<file path="config.mk">
export PLATFORM = sky130hd
export DESIGN_NAME = dds_frequency_spi_loader
export DESIGN_NICKNAME = d
export VERILOG_FILES = /design/src/dfsl_pkg.sv /design/src/dfsl_ctrl.sv /design/src/dfsl_datapath.sv /design/src/dds_frequency_spi_loader.sv
export SDC_FILE = /design/constraint.sdc
export NUM_CORES = 1
export LEC_CHECK = 0
export BUFFER_PORTS_ARGS = -buffer_cell sky130_fd_sc_hd__buf_2
export CAP_MARGIN = 20
export CORE_ASPECT_RATIO = 0.7
export CORE_MARGIN = 3
export CORE_UTILIZATION = 55
export DETAILED_ROUTE_END_ITERATION = 8
export PLACE_DENSITY_LB_ADDON = 0.12
export SLEW_MARGIN = 20
export SYNTH_ARGS = -nofsm -noshare
export SYNTH_HDL_FRONTEND = slang
export SYNTH_SLANG_ARGS = --single-unit
export TNS_END_PERCENT = 1
</file>
<file path="constraint.sdc">
create_clock -name clk -period 8.2 [get_ports clk]
set_input_delay 1.23 -clock clk [delete_from_list [all_inputs] [get_ports clk]]
set_output_delay 1.23 -clock clk [all_outputs]
set_load 0.01 [all_outputs]
</file>
<file path="src/dfsl_pkg.sv">
// Shared types, constants and command/status structs for the DDS frequency loader.
package dfsl_pkg;

	localparam int FREQ_BITS  = 28;
	localparam int FRAME_BITS = 16;
	localparam int HALF_BITS  = 14;
	localparam int WORD_BITS  = 16;
	localparam int DIV_BITS   = 16;
	localparam int CNT_BITS   = $clog2(FRAME_BITS + 1);

	localparam logic [FRAME_BITS-1:0] PREFIX_FREQ   = FRAME_BITS'(16'h4000);
	localparam logic [FRAME_BITS-1:0] CMD_RESET_B28 = FRAME_BITS'(16'h2100);
	localparam logic [FRAME_BITS-1:0] CMD_PHASE     = FRAME_BITS'(16'hC000);
	localparam logic [FRAME_BITS-1:0] CMD_RUN_B28   = FRAME_BITS'(16'h2000);
	localparam logic [DIV_BITS-1:0]   HALF_PERIOD_RST = DIV_BITS'(1000);

	// Input and result words
	typedef struct packed {
		logic [FREQ_BITS-1:0] freq_word;
		logic                 full_init;
	} in_word_t;

	typedef struct packed {
		logic [WORD_BITS-1:0] spi_word;
		logic                 frame_last;
	} out_word_t;

	// Which frame of the sequence is to be sent
	typedef enum logic [2:0] {
		FR_RESET,
		FR_LOW,
		FR_HIGH,
		FR_PHASE,
		FR_RUN
	} frame_code_t;

	// Controller to datapath
	typedef struct packed {
		logic        latch_req;
		logic        start;
		frame_code_t code;
		logic        capture;
		logic        last;
	} dp_cmd_t;

	// Datapath to controller
	typedef struct packed {
		logic frame_done;
	} dp_status_t;

	// Frame sequence: full load RESET LOW HIGH PHASE RUN, update LOW HIGH RUN
	function automatic frame_code_t frame_of(input logic full, input logic [2:0] idx);
		frame_code_t code;
		code = FR_RUN;
		if (full) begin
			case (idx)
				3'd0:    code = FR_RESET;
				3'd1:    code = FR_LOW;
				3'd2:    code = FR_HIGH;
				3'd3:    code = FR_PHASE;
				default: code = FR_RUN;
			endcase
		end else begin
			case (idx)
				3'd0:    code = FR_LOW;
				3'd1:    code = FR_HIGH;
				default: code = FR_RUN;
			endcase
		end
		return code;
	endfunction

endpackage

</file>
<file path="src/dfsl_ctrl.sv">
// Sequencing state machine: accepts a request, steps through its frames, hands out results.
module dfsl_ctrl import dfsl_pkg::*; (
	input  logic       clk,
	input  logic       arst_n,
	input  logic       in_valid,
	output logic       in_ready,
	input  logic       full_init,
	output logic       out_valid,
	input  logic       out_ready,
	output dp_cmd_t    cmd,
	input  dp_status_t status
);

	typedef enum logic [1:0] {
		ST_IDLE,
		ST_LOAD,
		ST_SHIFT,
		ST_OUT
	} state_t;

	state_t      state_q;
	logic [2:0]  idx_q;
	logic        full_q;
	logic        out_valid_q;
	frame_code_t code;
	logic        last;

	assign code = frame_of(full_q, idx_q);
	assign last = full_q ? (idx_q == 3'd4) : (idx_q == 3'd2);

	assign in_ready  = (state_q == ST_IDLE);
	assign out_valid = out_valid_q;

	// Commands to the datapath
	always_comb begin
		cmd.latch_req = in_valid && (state_q == ST_IDLE);
		cmd.start     = (state_q == ST_LOAD);
		cmd.code      = code;
		cmd.capture   = (state_q == ST_SHIFT) && status.frame_done;
		cmd.last      = last;
	end

	// State and registered outputs
	always_ff @(posedge clk or negedge arst_n) begin
		if (!arst_n) begin
			state_q     <= ST_IDLE;
			idx_q       <= '0;
			full_q      <= 1'b0;
			out_valid_q <= 1'b0;
		end else begin
			case (state_q)
				ST_IDLE: begin
					if (in_valid) begin
						idx_q   <= '0;
						full_q  <= full_init;
						state_q <= ST_LOAD;
					end
				end
				ST_LOAD: begin
					state_q <= ST_SHIFT;
				end
				ST_SHIFT: begin
					if (status.frame_done) begin
						out_valid_q <= 1'b1;
						state_q     <= ST_OUT;
					end
				end
				ST_OUT: begin
					if (out_ready) begin
						out_valid_q <= 1'b0;
						if (last) begin
							state_q <= ST_IDLE;
						end else begin
							idx_q   <= idx_q + 3'd1;
							state_q <= ST_LOAD;
						end
					end
				end
				default: state_q <= ST_IDLE;
			endcase
		end
	end

endmodule

</file>
<file path="src/dfsl_datapath.sv">
// Frame builder, serial shifter with clock divider and loop-back capture, result register.
module dfsl_datapath import dfsl_pkg::*; (
	input  logic                clk,
	input  logic                arst_n,
	input  logic                cfg_we,
	input  logic [DIV_BITS-1:0] cfg_wdata,
	input  logic [FREQ_BITS-1:0] freq_word,
	input  dp_cmd_t             cmd,
	output dp_status_t          status,
	output out_word_t           out_data
);

	logic [DIV_BITS-1:0]   half_q;
	logic [FREQ_BITS-1:0]  req_q;
	logic [FRAME_BITS-1:0] shift_q;
	logic [FRAME_BITS-1:0] cap_q;
	logic [CNT_BITS-1:0]   bit_cnt_q;
	logic [DIV_BITS-1:0]   div_q;
	logic                  sclk_q;
	logic                  fsync_q;
	logic                  busy_q;
	logic                  done_q;
	out_word_t             out_q;
	logic [FRAME_BITS-1:0] frame;
	logic                  sdata;
	logic                  half_end;

	// Half-period register; zero behaves as one
	always_ff @(posedge clk or negedge arst_n) begin
		if (!arst_n) begin
			half_q <= HALF_PERIOD_RST;
		end else if (cfg_we) begin
			half_q <= (cfg_wdata == '0) ? DIV_BITS'(1) : cfg_wdata;
		end
	end

	// Request latch
	always_ff @(posedge clk or negedge arst_n) begin
		if (!arst_n) begin
			req_q <= '0;
		end else if (cmd.latch_req) begin
			req_q <= freq_word;
		end
	end

	// Frame selection, halves carry the frequency prefix
	always_comb begin
		case (cmd.code)
			FR_RESET: frame = CMD_RESET_B28;
			FR_LOW:   frame = PREFIX_FREQ | FRAME_BITS'(req_q[HALF_BITS-1:0]);
			FR_HIGH:  frame = PREFIX_FREQ | FRAME_BITS'(req_q[2*HALF_BITS-1:HALF_BITS]);
			FR_PHASE: frame = CMD_PHASE;
			FR_RUN:   frame = CMD_RUN_B28;
			default:  frame = CMD_RUN_B28;
		endcase
	end

	assign sdata    = shift_q[FRAME_BITS-1];
	assign half_end = (div_q == half_q - DIV_BITS'(1));

	// Serial engine: data moves while clock high, sampled on the falling edge
	always_ff @(posedge clk or negedge arst_n) begin
		if (!arst_n) begin
			shift_q   <= '0;
			cap_q     <= '0;
			bit_cnt_q <= '0;
			div_q     <= '0;
			sclk_q    <= 1'b1;
			fsync_q   <= 1'b1;
			busy_q    <= 1'b0;
			done_q    <= 1'b0;
		end else begin
			done_q <= 1'b0;
			if (cmd.start) begin
				shift_q   <= frame;
				bit_cnt_q <= CNT_BITS'(FRAME_BITS);
				div_q     <= '0;
				sclk_q    <= 1'b1;
				fsync_q   <= 1'b0;
				busy_q    <= 1'b1;
			end else if (busy_q) begin
				if (half_end) begin
					div_q <= '0;
					if (sclk_q) begin
						// falling edge: the part takes the bit
						sclk_q    <= 1'b0;
						cap_q     <= {cap_q[FRAME_BITS-2:0], sdata};
						bit_cnt_q <= bit_cnt_q - CNT_BITS'(1);
					end else begin
						sclk_q <= 1'b1;
						if (bit_cnt_q == '0) begin
							fsync_q <= 1'b1;
							busy_q  <= 1'b0;
							done_q  <= 1'b1;
						end else begin
							shift_q <= shift_q << 1;
						end
					end
				end else begin
					div_q <= div_q + DIV_BITS'(1);
				end
			end
		end
	end

	// Result register; frame sync high marks the line idle again
	always_ff @(posedge clk or negedge arst_n) begin
		if (!arst_n) begin
			out_q <= '0;
		end else if (cmd.capture) begin
			out_q.spi_word   <= WORD_BITS'(cap_q);
			out_q.frame_last <= cmd.last;
		end
	end

	assign status.frame_done = done_q && fsync_q && sclk_q;
	assign out_data = out_q;

endmodule

</file>
<file path="src/dds_frequency_spi_loader.sv">
// Top level of the DDS frequency serial loader.
// Each accepted word (freq_word, full_init) is sent to the synthesizer as a
// sequence of 16-bit frames, MSB first with frame sync low: a full load sends
// 0x2100, low half, high half, 0xC000, 0x2000; an update sends low half, high
// half, 0x2000, each half being 14 bits of the word under the 0x4000 prefix.
// Data changes while the serial clock is high and is sampled on its falling
// edge; each frame as seen on the data line is handed out as one result word,
// frame_last marking the final one. One request is handled at a time. The serial
// half period lasts the number of system clocks written through cfg_wdata (zero
// counts as one), and the sequencer waits for each frame's result to be taken
// before the next frame is sent; the serial clock divider sets how long a request takes.
module dds_frequency_spi_loader import dfsl_pkg::*; (
	input  logic                clk,
	input  logic                arst_n,
	input  logic                cfg_we,
	input  logic [DIV_BITS-1:0] cfg_wdata,
	input  logic                in_valid,
	output logic                in_ready,
	input  in_word_t            in_data,
	output logic                out_valid,
	input  logic                out_ready,
	output out_word_t           out_data
);

	dp_cmd_t    cmd;
	dp_status_t status;

	// Sequencer
	dfsl_ctrl u_ctrl (
		.clk       (clk),
		.arst_n    (arst_n),
		.in_valid  (in_valid),
		.in_ready  (in_ready),
		.full_init (in_data.full_init),
		.out_valid (out_valid),
		.out_ready (out_ready),
		.cmd       (cmd),
		.status    (status)
	);

	// Serial datapath
	dfsl_datapath u_datapath (
		.clk       (clk),
		.arst_n    (arst_n),
		.cfg_we    (cfg_we),
		.cfg_wdata (cfg_wdata),
		.freq_word (in_data.freq_word),
		.cmd       (cmd),
		.status    (status),
		.out_data  (out_data)
	);

endmodule
</file>
# Word level (Yosys, flattened, before mapping)
# Cells that the tools add are included.
[totals]
register_bits = 125
latch_bits = 0
ram_bits = 0
romBits = 0
output_inout_bits = 19
word_cells = 111
n_memories = 0
[op_classes]
add_sub_neg = 4
mul = 0
div = 0
magnitude_cmp = 0
eq_ne = 17
shift = 0
mux = 49
bitwise_logic = 1
reduce_logical = 24
[op_table]
columns = ["cell", "n"]
rows = [
  ["16-bit two-way mux", 9],
  ["16-bit one-hot mux with 4 select lines", 1],
  ["1-bit two-way mux", 23],
  ["5-bit two-way mux", 4],
  ["16-bit by 1-bit adder with 16-bit output (second input constant)", 1],
  ["16-bit equality test", 1],
  ["16-bit zero test", 1],
  ["4-bit AND reduction", 4],
  ["16-bit by 1-bit subtractor with 16-bit output (second input constant)", 1],
  ["3-bit by 2-bit equality test with 1-bit output (second input constant)", 4],
  ["3-bit two-way mux", 4],
  ["3-bit one-hot mux with 2 select lines", 2],
  ["3-bit one-hot mux with 4 select lines", 1],
  ["2-bit nonzero test", 6],
  ["2-bit != test (second input constant)", 5],
  ["3-bit AND reduction", 3],
  ["2-bit one-hot mux with 4 select lines", 1],
  ["3-bit by 1-bit equality test with 1-bit output (second input constant)", 2],
  ["3-bit zero test", 2],
  ["2-bit two-way mux", 3],
  ["5-bit zero test", 1],
  ["5-bit by 1-bit subtractor with 5-bit output (second input constant)", 1],
  ["2-bit equality test (second input constant)", 2],
  ["1-bit logical AND", 4],
  ["8 further kinds", 9],
]

# Logic depth before layout (Yosys ltp)
[depth]
depth_word = 6
depth_mapped = 11
depth_no_buf = 9

# Modules after synthesis
# Synthesis repeated with hierarchy kept, for this count alone.
[unflattened]
cells_unflattened = 547
area_unflattened_um2 = 6302.3
[by_module_without_submodules]
columns = ["module", "n_inst", "cells_each", "area_each_um2", "seq_area_each_um2"]
rows = [
  ["dfsl_datapath", 1, 486, 5719.2, 2962.8],
  ["dfsl_ctrl", 1, 61, 583.1, 175.2],
]

# Worst setup path after synthesis
# No wires, ideal clock.
[synth_timing]
kind = "reg-to-reg"
from = "register u_datapath.half_q[0]"
to = "register u_datapath.cap_q[10]"
t_arrival_ps = 3003
path_slack_ps = 5070
stages_incl_launch_ff = 12
n_path_buf = 2
path_cell_list = "dfrtp_1 > inv_1 > ha_1 > nor3b_1 > nand2_2 > o311ai_1 > nor2_1 > or4_1 > buf_2 > nor3_4 > buf_6 > mux2_1"
[synth_via]
elab_chain_len = 3
[synth_lines]
columns = ["item", "line_no", "text"]
rows = [
  ["start, declared", "dfsl_datapath.sv:13", "logic [DIV_BITS-1:0] half_q;"],
  ["start signal, assigned", "dfsl_datapath.sv:33", "half_q <= (cfg_wdata == '0) ? DIV_BITS'(1) : cfg_wdata;"],
  ["16-bit by 1-bit subtractor with 16-bit output", "dfsl_datapath.sv:59", "assign half_end = (div_q == half_q - DIV_BITS'(1));"],
  ["16-bit equality test", "dfsl_datapath.sv:59", ""],
  ["4-bit AND reduction (no line)", "n/a", ""],
  ["end signal, assigned", "dfsl_datapath.sv:87", "cap_q <= {cap_q[FRAME_BITS-2:0], sdata};"],
  ["end, declared", "dfsl_datapath.sv:16", "logic [FRAME_BITS-1:0] cap_q;"],
]
# Every way passes these cells.
# A chain may end at the register's enable or synchronous reset.

# Worst setup path in the final report
[layout_timing]
from = "register u_datapath.half_q[0]"
to = "register u_datapath.cap_q[14]"
# The elaborated chain is that of the path after synthesis.

==> key figures <==
Synth
  – Avg Cell Area, Syn: 11.6 sq um
  – Synth cell types: 63
  – Top FF cell, synth: dfrtp_1
  – Post-synth EDFFs: 0
  – Register area share after synthesis: 50.7%
  – Synthesized area: 6190 sq um
  – Synthesized instance count: 536
  – Post-Syn Nets: 599
  – Yosys warns: 0
  – Async S/R FF share, synth: 100%
  – Synth Register Bits: 125

Timing
  – Max Freq: 254 MHz
  – Setup violations, final: 0
  – Setup TNS: 0 ps
  – Worst-margin pin slew: 964 ps
  – Worst Skew: 10.1 ps
  – Final hold vios: 0
  – RSZ-0062 raised after global routing: no
  – Max Transition Viols Final: 0
  – Minimum clock period: 3930 ps
  – Final period utilization: 48.0%
  – Rel. slew slack: 35.5%

Pwr
  – NetSw: 0.708 mW
  – Pwr per Cell Area: 306 nW/um^2
  – Power share of the sequential group: 39.0%
  – Switching power share of the total: 31.9%
  – Peak supply drop: 0.237 mV
  – Clock Power Share: 33.4%
  – Combinational share of power: 27.6%
  – Internal cell power: 1.51 mW
  – LEAKAGE: 3.28 nW

Setup path
  – Cells along the critical path: inv_1 -> ha_1 -> nor3b_1 -> nand2_2 -> o311ai_1 -> nor2_1 -> or4_1 -> nor3_4 -> mux2_2
  – Startpoint type of the worst setup path: register
  – Worst reg2reg path endpoint: u_datapath.cap_q[14]$_DFFE_PN0P_
  – Reg2Reg Depth: 9
  – Crit path DAT: 4230 ps
  – Crit Path Class: reg2reg
  – Max incr delay on CP: 810 ps
  – Worst-path fanout max: 16
  – Endpoint type of the worst setup path: register
  – Buffers & Inverters on Critical Path: 1
  – Required @ worst endpoint: 8490 ps
  – Kind of cell adding the most delay to the critical path: simple AND/OR/NAND/NOR gates
  – Cell at the slowest stage of the critical path: or4_1
  – R2r setup slk: 4270 ps
  – R2r startpoint: u_datapath.half_q[0]$_DFFE_PN0P_

Route
  – Routed length on met1: 6.93 mm
  – WL final: 13.4 mm
  – DR WL met3: 728 um
  – Vias per cell: 5.79
  – DRT Pass-1 Iters: 5
  – Number of remaining DRC errors: 0
  – Antenna Nets Post-Route: 0
  – Top Layer Used: met4
  – Metal2 WL: 5.53 mm
  – Vias: 4426
  – Initial DRC Count: 343
  – Routed WL per cell: 17.5 um

Place
  – GPL Wtd Cong: 0.853
  – Placed Instances: 733
  – Port Buffer Count: 68
  – Placed inst area: 6650 sq um
  – Half-perimeter wire length after placement: 9.31 mm

Clock network
  – CTS tree: done
  – CTS H-tree lvls: 4
  – Clock sinks: 125
  – CTS buffer count: 17
  – Cts hold-fix bufs: 0
  – Clock transition at the registers of the reported paths: 60 ps
  – Clock root cell: clkbuf_16
  – CTS resizes: 0
  – Post-CTS Setup Bufs: 0
  – Clk buf depth: 2
  – Clock Latency Late Sink: 410 ps

Global route
  – Largest net degree at the start of global routing: 67
  – GRT Util Overall: 22.8%
  – Vias in the first global route: 4367
  – GRT Residual Overflow: 0
  – Antenna violations before repair: 0
  – First-pass GRT wire length: 22.5 mm

Final layout
  – # fillers: 797
  – Layout cells sized above 1: 32.3%
  – N_diodes: 0
  – Post-layout nets: 667
  – Area grow syn2layout: 17.0%
  – Design area: 7250 sq um
  – Final non-filler cell total: 765

Floorplanning
  – Io pins: 69
  – Die height: 94.8 um
  – Starting Density: 58.1%
  – Die Wd: 133 um
  – Placement Rows: 31
  – Core Region: 10700 sq um
  – Die area: 12600 sq um

Run
  – Max-Cap Viols: 0

Worst hold path
  – Hold depth: 1
  – WHS Endpoint: u_datapath.fsync_q$_DFFE_PN1P_
  – Hold Startpoint: u_datapath.fsync_q$_DFFE_PN1P_
  – Tightest Hold Check Type: reg2reg

Outcome
  – Status: completed
==> cell usage after synthesis, types with 3 or more instances <==
| library cell | count | area, sq um |
|---|---|---|
| xor2_1 | 13 | 114 |
| and2_1 | 3 | 18.8 |
| nand4_1 | 9 | 56.3 |
| nand3_1 | 7 | 35.0 |
| nand2b_1 | 5 | 31.3 |
| nor2b_1 | 6 | 37.5 |
| nor4b_1 | 5 | 43.8 |
| mux2i_1 | 3 | 30.0 |
| or4_1 | 4 | 30.0 |
| xnor2_1 | 18 | 158 |
| dfrtp_1 | 117 | 2930 |
| nor3_1 | 9 | 45.0 |
| dfstp_2 | 8 | 210 |
| o21ai_0 | 19 | 95.1 |
| nand2_1 | 29 | 109 |
| buf_2 | 3 | 15.0 |
| a21oi_1 | 18 | 90.1 |
| or3_1 | 3 | 18.8 |
| mux2_1 | 11 | 124 |
| clkbuf_1 | 17 | 63.8 |
| inv_1 | 17 | 63.8 |
| nor3b_1 | 3 | 22.5 |
| nor4_1 | 8 | 50.1 |
| o2bb2ai_1 | 14 | 123 |
| a22oi_1 | 13 | 97.6 |
| a31oi_1 | 3 | 18.8 |
| mux2_2 | 78 | 878 |
| ha_1 | 13 | 163 |
| nor2_1 | 33 | 124 |
| o31ai_1 | 3 | 22.5 |
==> metrics by stage <==
| step | setup slack [ps] | power [mW] | hold slack, ps | utilization, % |
|---|---|---|---|---|
| floorplan | 5070 | 1.30 | 458 | - |
| global placement | 4450 | 1.45 | 475 | 62.4 |
| detailed placement | 4310 | 1.48 | 487 | 62.4 |
| CTS | 4270 | 2.23 | 495 | 68.0 |
| global route | 4000 | 2.36 | 500 | 68.0 |
| finish | 4270 | 2.22 | 496 | 68.0 |
==> state kept, by name, summed over array words and instances, names as in the netlist <==
| name | count |
|---|---|
| u_ctrl.state_q | 2 |
| u_datapath.req_q | 28 |
| u_ctrl.idx_q | 3 |
| u_datapath.bit_cnt_q | 5 |
| u_ctrl.out_valid | 1 |
| u_datapath.done_q | 1 |
| u_datapath.cap_q | 16 |
| u_datapath.out_data | 17 |
| u_datapath.div_q | 16 |
| u_datapath.half_q | 16 |
| u_datapath.fsync_q | 1 |
| u_ctrl.full_q | 1 |
| u_datapath.shift_q | 16 |
| u_datapath.sclk_q | 1 |
| u_datapath.busy_q | 1 |
==> layout make-up <==
| class | instances | area [sq um] | share of cell area, % |
|---|---|---|---|
| inverter | 18 | 67.6 | 0.932 |
| sequential | 125 | 3140 | 43.3 |
| timing repair buffer | 73 | 380 | 5.25 |
| clock buffer | 20 | 457 | 6.30 |
| clock inverter | 12 | 138 | 1.90 |
| tap | 148 | 185 | 2.55 |
| multi-input combinational | 369 | 2880 | 39.8 |
==> routing by layer <==
metal | up-vias | GRT usage (%)
li1 | 2078 | -
met1 | 2203 | 35.1
met2 | 133 | 30.9
met3 | 12 | 5.86
met4 | 0 | 7.87
met5 | - | 0
==> layout by cell type, fill, tap and decap left out, types with 4 or more instances in the layout <==
master / synthesis / routed
inv_1: 17 / 17
dfstp_2: 8 / 8
nand2b_1: 5 / 5
o21ai_0: 19 / 19
nand3_1: 7 / 7
nand2_1: 29 / 29
mux2_2: 78 / 78
nor4_1: 8 / 8
or4_1: 4 / 4
a22oi_1: 13 / 13
nand4_1: 9 / 9
xnor2_1: 18 / 18
nor4b_1: 5 / 5
clkinv_4: 0 / 4
a21oi_1: 18 / 18
nor2_1: 33 / 33
xor2_1: 13 / 13
buf_4: 1 / 6
mux2_1: 11 / 11
clkbuf_16: 0 / 17
buf_2: 3 / 67
dfrtp_1: 117 / 117
nor3_1: 9 / 9
ha_1: 13 / 13
o2bb2ai_1: 14 / 14
nor2b_1: 6 / 6
==> power groups by stage <==
stage | clock network [mW] | registers (mW) | logic (mW)
after CTS | 0.754 | 0.862 | 0.616
final | 0.741 | 0.864 | 0.612
after global placement | 0 | 0.860 | 0.587
after floorplan | 0 | 0.829 | 0.473
after detailed placement | 0 | 0.870 | 0.609
after global routing | 0.786 | 0.880 | 0.690
==> how the worst max path moves through the flow <==
stage,slack (ps),endpoint,cells after the start,from
finish,4270,u_datapath.cap_q[14]$_DFFE_PN0P_,9,u_datapath.half_q[0]$_DFFE_PN0P_
global route,4000,u_datapath.cap_q[1]$_DFFE_PN0P_,9,u_datapath.half_q[0]$_DFFE_PN0P_
CTS,4270,u_datapath.cap_q[6]$_DFFE_PN0P_,9,u_datapath.half_q[0]$_DFFE_PN0P_
detailed placement,4310,u_datapath.cap_q[1]$_DFFE_PN0P_,9,u_datapath.half_q[0]$_DFFE_PN0P_
global placement,4450,u_datapath.cap_q[14]$_DFFE_PN0P_,9,u_datapath.half_q[0]$_DFFE_PN0P_
floorplan,5070,u_datapath.cap_q[10]$_DFFE_PN0P_,11,u_datapath.half_q[0]$_DFFE_PN0P_
==> cell families (layout without fill, tap and decap cells) <==
logic type | Yosys count | in the layout | share of synthesized area (%)
buf+inv | 42 | 123 | 2.79
xor+xnor | 31 | 31 | 4.38
simple gates | 139 | 139 | 12.3
compound gates | 94 | 94 | 10.6
flops | 125 | 125 | 50.7
fa+ha+maj | 13 | 13 | 2.63
mux | 92 | 92 | 16.7
Power figures use the tool's default switching activity.
